$ cat config.mk
export PLATFORM = sky130hd
export DESIGN_NAME = rvie_ram
export DESIGN_NICKNAME = d
export VERILOG_FILES = /design/src/rtl/core/rv32i_instruction_execute_assert.svh /design/src/rtl/core/rvie_ram.sv
export SDC_FILE = /design/constraint.sdc
export NUM_CORES = 1
export LEC_CHECK = 0
export CAP_MARGIN = 20
export CORE_UTILIZATION = 41
export DETAILED_ROUTE_END_ITERATION = 12
export DONT_BUFFER_PORTS = 1
export GPL_ROUTABILITY_DRIVEN = 0
export PLACE_DENSITY = 0.53
export SETUP_SLACK_MARGIN = 0.1
export SLEW_MARGIN = 10
export SYNTH_ARGS = -nofsm -noshare
export SYNTH_HDL_FRONTEND = slang
export SYNTH_SLANG_ARGS = --single-unit
$ cat constraint.sdc
create_clock -name clock -period 3.3 [get_ports clock]
set_input_delay 0.495 -clock clock [delete_from_list [all_inputs] [get_ports clock]]
set_output_delay 0.495 -clock clock [all_outputs]
set_load 0.01 [all_outputs]
$ cat src/rtl/core/rv32i_instruction_execute_assert.svh
// ----------------------------------------------------------------------------
// rv32i instruction execute assertion macros
// concurrent checks that compile away when SYNTHESIS is defined
// ----------------------------------------------------------------------------
`ifndef RV32I_INSTRUCTION_EXECUTE_ASSERT_SVH
`define RV32I_INSTRUCTION_EXECUTE_ASSERT_SVH

`ifndef SYNTHESIS

`define RVIE_ASSERT(label, clk, rst, cond, msg) \
   label: assert property (@(posedge clk) disable iff (rst) (cond)) else $error(msg);

`define RVIE_ASSERT_IMP(label, clk, rst, ante, cons, msg) \
   label: assert property (@(posedge clk) disable iff (rst) (ante) |-> (cons)) else $error(msg);

`define RVIE_ASSERT_NEXT(label, clk, rst, ante, cons, msg) \
   label: assert property (@(posedge clk) disable iff (rst) (ante) |=> (cons)) else $error(msg);

`else

`define RVIE_ASSERT(label, clk, rst, cond, msg)
`define RVIE_ASSERT_IMP(label, clk, rst, ante, cons, msg)
`define RVIE_ASSERT_NEXT(label, clk, rst, ante, cons, msg)

`endif

`endif

$ cat src/rtl/core/rvie_ram.sv
// ----------------------------------------------------------------------------
// rvie_ram
// generic single write, single read ram with registered read data
// ----------------------------------------------------------------------------
`default_nettype none

module rvie_ram #(
   parameter int WIDTH = 32,
   parameter int DEPTH = 32
) (
   input  wire logic                     clock,
   input  wire logic                     wr_en,
   input  wire logic [$clog2(DEPTH)-1:0] wr_addr,
   input  wire logic [WIDTH-1:0]         wr_data,
   input  wire logic [$clog2(DEPTH)-1:0] rd_addr,
   output logic      [WIDTH-1:0]         rd_data
);

   logic [WIDTH-1:0] mem [DEPTH];

   always_ff @(posedge clock) begin
      if (wr_en) begin
         mem[wr_addr] <= wr_data;
      end
      rd_data <= mem[rd_addr];
   end

endmodule

`default_nettype wire

==> After elaboration in Yosys (flattened, before gate mapping) <==
Memory sizes are Yosys's and may differ from the RTL's. A register that Yosys moved wholly into a read port is not among the register bits.
Cells that the tools add are included.
{ "word_totals": {"register_bits": 0, "ram_bits": 1024, "out_inout_bits": 32, "wordCells": 3, "n_memories": 1} }
{ "op_classes": {"n_mux": 2} }
{ "mem_list": {"columns": ["memory", "words", "width", "rd", "rd_ports_with_merged_regs", "wr", "line", "source"], "rows": [
  ["mem", 32, 32, 1, 1, 1, "rvie_ram.sv:19", "logic [WIDTH-1:0] mem [DEPTH];"]
]} }
{ "ops": {"columns": ["op", "count"], "rows": [
  ["1-bit 2-to-1 mux", 2]
]} }

==> Longest topological paths before layout <==
Gate-level depths: netlist of run 1.
{ "logic_depth": {"ltp_word": 2, "mapped_depth": 8} }

==> Worst setup path after synthesis of run 1 <==
OpenSTA, ideal clock, no wires.
{ "synth_timing": {"path_kind": "input port to flip-flop", "from": "in wr_addr[1]", "to": "mem mem[12][0], enable pin", "arrival_time_ns": 2.508, "path_slack_ns": 0.371, "path_stages": 3, "path_buffers": 1, "cell_sequence": "or3b_2 -> clkbuf_1 -> nor2_1"} }
{ "synth_rtl": {"columns": ["element", "line", "source"], "rows": [
  ["start: declaration", "rvie_ram.sv:13", "input wire logic [$clog2(DEPTH)-1:0] wr_addr,"],
  ["end: declaration", "rvie_ram.sv:19", null]
]} }
Straight into the memory's write port.

==> results of run 1 <==
-- stage by stage --
step	area, um2	instances	setup slack (ns)	power [mW]
after floorplan	40500	2260	0.371	16.0
after global placement	42300	3479	0.896	16.3
after detailed placement	42300	3479	0.882	16.3
after CTS	46400	3706	1.44	28.5
after global routing	46500	3714	1.45	29.1
final	46500	3714	1.01	28.3
-- registers in the layout, indices dropped and copies added, names as in the netlist --
name     flops
rd_data     32
mem       1024
-- power by group through the flow --
stage | logic (mW) | registers (mW) | clock network, mW
5_1_grt | 1.28 | 15.1 | 12.8
6_report | 1.22 | 15.1 | 12.0
4_1_cts | 1.19 | 15.1 | 12.3
3_5_place_dp | 0.920 | 15.3 | 0
2_1_floorplan | 0.770 | 15.3 | 0
3_3_place_gp | 0.921 | 15.3 | 0
-- per-layer routing --
layer  global-route usage  routed length (um)
met1                0.273               44000
met2                0.335               49100
met3               0.0309                4540
met4               0.0527                1930
met5                    0                   0
-- cells by family (layout without fill, tap and decap cells) --
family	Yosys count	in the layout	synth area share
AOI/OAI and AO/OA	288	288	0.0485
buffers and inverters	127	305	0.0186
DFF	1056	1056	0.775
muxes	512	512	0.127
and+or+nand+nor	277	277	0.0310
-- final timing paths --
path,startpoint,to,depth (start not counted)
hold / removal,wr_data[4],mem[25][4]$_DFFE_PP_,1
setup / recovery,rd_addr[0],rd_data[24]$_DFF_P_,5
setup reg to reg,mem[0][6]$_DFFE_PP_,rd_data[6]$_DFF_P_,5
hold reg to reg,mem[10][8]$_DFFE_PP_,rd_data[8]$_DFF_P_,4
-- final cells by class --
| type | instances | area, um2 |
|---|---|---|
| fillers | 8092 | 50800 |
| flip-flops and latches | 1056 | 31400 |
| multi-input cells | 1077 | 8610 |
| clock buffers | 134 | 2800 |
| well taps | 1276 | 1600 |
| repair buffers | 110 | 1390 |
| clock inverters | 61 | 699 |
-- worst max-delay path: stages --
cell and delay (ns):
mux2i_1 0.66, a22o_1 0.24, nor3_1 0.09, a31oi_1 0.33
nand3_1 0.13
-- what timing repair did --
item                                   4_1_cts  5_1_grt
buffers inserted                             0        0
endpoints found under the hold margin     1024        0
hold buffers                                32        0
-- layout by cell type (no fill, tap or decap), drive strengths merged, types with 2 or more instances in the layout --
master       instances
mux2i              512
nor3                32
clkinvlp             2
bufinv              14
a22oi               96
edfxtp            1024
buf                101
clkinv              41
nor2                34
dfxtp               32
dlygate4sd3          9
nand3b               5
a31oi               32
or3b                 3
a22o                64
a21oi               96
nand2b               2
inv                  4
nand3               98
clkbuf             134
nand2               98
==> metrics, run 1 <==
Num Clock Sinks 1056; Core Box Area slightly below 0.1 mm2; Max-slew headroom -0.397; global-route wire length before repair 144000 um; sequential power share 0.532; number of synthesis warnings 0; pin count of the biggest net entering global routing 513; cell row count ~110; Synth Cell Area ~0.04 mm2; IO Port Bufs 0; global route overflow 0; Commonest cells post-synth edfxtp_1 (1024), mux2i_1 (512), nand2_1 (98), nand3_1 (98); f_max 0.437 GHz; NetSw 5.81 mW; share of the synthesized area in the top cell type 0.760; die width 316 um; Req. time, crit path 3.82 ns; vias in the first global route approximately 20000; Crit Path Max Fanout between 500 and 600; pwr/cell area 609 mW/mm2; Avg WL per Cell 26.8 um; Core Util, Final 0.478; clock power share 0.425; via count 20200; Final Cycle Share 0.693; routed vias/inst 5.44; synthesized flop and latch total about 1100; sequential share of the synthesized area 0.775; RSZ-0062 raised after global routing false; Syn Inst Count 2260; Final setup viols 0; Root Buffer clkbuf_16; Syn Nets 2304; most frequent cell after synthesis edfxtp_1; drc violations 0; Period minus WS final 2.29 ns; post-DP HPWL 56200 um; Synth area leader edfxtp_1; CP Launch Type input pin; setup TNS 0 ns; total clock buffers created by CTS 104; Hold Vio Cnt, Final 0; die area 0.100 mm2; Final nets 2393; post-cts resize count 0; DR iter-0 viols 1521; Main synth FF type edfxtp_1; H-tree depth 3; Hold Slack around 0.12 ns; largest cells by area after synthesis edfxtp_1 (76%), mux2i_1 (13%), a22oi_1 (1.8%); MaxCap Viol Count 0; asr flop ratio synth 0; CTS tree done; Mean Syn Cell Area ~18 um2; status complete, but fails checks; internal power 22.5 mW; Yosys cell types 25; Longest Clk Path Bufs 3; CP endpoint kind flip-flop; WS Path Type in2reg; Static Leakage roughly 16 nW; Worst-Margin Slew 2.09 ns; WP data arrival about 2.8 ns; io pins 76; drt total wl 99500 um; drt pass-1 iters 5; number of synthesized flops with an enable pin approximately 1000; Worst-Skew Late Latency ~0.67 ns; failing checks slew limit; layout cell share with drive strength beyond 1 0.121; Final ANT Viol Nets 0; initial core utilization 0.416; Final Slew Violations 202; initial antenna violation count 0; Hold Crit Class in2reg; Worst-path clk slew approximately 0.06 ns; slack of the worst reg-to-reg path 1.76 ns; share of power burned in combinational logic 0.043; synthesis-to-finish area growth 14.8%; Die Span Y 316 um; VDD IR max 0.400 mV; Antenna diodes 0; Clock Skew 0.0199 ns; All-Layer GR Usage 0.200; switching share of power 0.205
(Power assumes the default switching activity.)
==> run 2, diff against run 1 <==
PLACE_DENSITY = 0.55   (was 0.53)
clock period = 2.05 ns   (was 3.3 ns; I/O delays follow)
==> run 2 against run 1 <==
Net effect:
- the flow finishes with violations (slew limit, setup timing)
- die area is the same
- core utilization up 0.92 points
- cell area rose by 1.9%
- largest cell class unchanged
- worst setup slack got worse by 2.8 ns
- wire length shrank 0.67%
- sequential share of layout area down 1.3 points
- non-clock buffer count rose by 55
==> metrics, run 2 (synthesis results as in run 1) <==
status complete, but fails checks; failing checks slew limit, setup timing; MaxCap Viol Count 0; post-cts resize count 0; Worst-path clk slew 0.06 ns; die width 316 um; post-DP HPWL 55200 um; Top reg by flops mem; Avg WL per Cell 26.1 um; Worst Hold Endpoint rd_data[16]$_DFF_P_; internal power 36.3 mW; Final setup viols 29; die area roughly 0.1 mm2; io pins 76; commonest non-fill, non-tap cells in the layout edfxtp_1 (1024), mux2i_1 (512), clkbuf_16 (111); Final ANT Viol Nets 0; Longest Clk Path Bufs 3; WP data arrival 4.32 ns; hold-fix buffers at CTS 43; via count 20700; Worst Setup Slack, final -1.75 ns; share of power burned in combinational logic 0.048; drt total wl approximately 100000 um; Worst-Skew Late Latency 0.69 ns; vias in the first global route 21100; CP endpoint kind flip-flop; routed vias/inst 5.46; Final Cycle Share 1.85; CTS tree done; post-route non-filler standard cell count 3785; H-tree depth 3; Period minus WS final about 3.8 ns; Core Box Area between 0.09 and 0.1 mm2; pwr/cell area 968 mW/mm2; IO Port Bufs 0; switching share of power 0.208; FF-to-FF Start mem[1][12]$_DFFE_PP_; DR iter-0 viols ~1800; hold path depth 5; CP Launch Type input pin; Worst-Margin Slew 4.69 ns; WS Path Type in2reg; RSZ-0062 raised after global routing false; VDD IR max 0.740 mV; cell row count ~110; pin count of the biggest net entering global routing about 510; drc violations 0; All-Layer GR Usage 0.199; initial core utilization 0.416; Hold Vio Cnt, Final 0; commonest non-fill, non-tap cell in the layout edfxtp_1; Inst Count DP approximately 3500; NetSw 9.54 mW; global-route wire length before repair 144000 um; slack of the worst reg-to-reg path 0.51 ns; sequential power share 0.528; R2R Path End rd_data[12]$_DFF_P_; Num Clock Sinks between 1000 and 1500; Die Span Y 316 um; Final Slew Violations 405; dpl ws 0.0821 ns; Final nets 2455; drt pass-1 iters 5; synthesis-to-finish area growth 17.0%; layout cell share with drive strength beyond 1 0.134; f_max 0.263 GHz; Hold Crit Class in2reg; Largest register FFs between 1000 and 1500; clock power share 0.425; total clock buffers created by CTS 111; Root Buffer clkbuf_16; initial antenna violation count 4; global route overflow 0; Core Util, Final 0.487; Crit Path Max Fanout 512; Regs by FF count mem: 1024 flops, rd_data: 32 flops; Hold Path Origin rd_addr[2]; Req. time, crit path around 2.6 ns; Reg2Reg Depth 5; Max-slew headroom -2.13; Clock Skew 0.0175 ns; post-CTS setup buffers 0; Static Leakage 16.4 nW
## run 2: critical path: stages
cell     delay (ns)
mux2i_1        1.14
a22o_1         0.27
nor3_1         0.06
a31oi_1        0.16
buf_4          0.15
nand3_1        0.13
## run 2: worst max-delay path by stage
stage                                    start                   end  slack, ns  cells after the start
after floorplan                          wr_en  mem[27][0]$_DFFE_PP_      -0.34                      2
after global placement              rd_addr[2]    rd_data[8]$_DFF_P_       0.12                      7
after detailed placement            rd_addr[2]    rd_data[8]$_DFF_P_       0.08                      7
after CTS                  rd_data[14]$_DFF_P_           rd_data[14]       0.46                      0
after global routing      mem[1][12]$_DFFE_PP_   rd_data[12]$_DFF_P_       0.44                      5
final                               rd_addr[0]   rd_data[19]$_DFF_P_      -1.75                      6
## run 2: power by group through the flow
| stage | sequential [mW] | combinational, mW | clock, mW |
|---|---|---|---|
| global route | 24.2 | 2.17 | 20.7 |
| floorplan | 24.6 | 1.26 | 0 |
| detailed placement | 24.7 | 1.57 | 0 |
| finish | 24.2 | 2.18 | 19.5 |
| global placement | 24.7 | 1.56 | 0 |
| CTS | 24.2 | 1.97 | 19.9 |
## run 2: final cells by class
class	count	area, um2
diodes	1	2.50
flip-flops and latches	1056	31400
multi-input cells	1077	8610
fillers	8052	49900
clock buffers	150	3010
repair buffers	165	2220
well taps	1276	1600
clock inverters	60	549
## run 2: layer usage
metal,GRT usage,vias to the layer above,wire length [um],part of all wire
met5,0,-,0,0
met4,0.0554,0,2080,0.021
met3,0.0317,131,5310,0.054
met2,0.326,544,47700,0.48
met1,0.276,10700,43800,0.44
li1,-,9304,-,-
## run 2: through the flow
stage / TNS [ns] / total power [mW] / instance area (um2) / hold slack, ns
after floorplan: -134.25 / 25.8 / 40600 / 0.406
after global placement: 0 / 26.2 / 43000 / 0.408
after detailed placement: 0 / 26.2 / 43000 / 0.408
after CTS: 0 / 46.1 / 47100 / 0.0245
after global routing: 0 / 47.1 / 47400 / 0.0652
final: -39.28 / 45.9 / 47400 / 0.0622
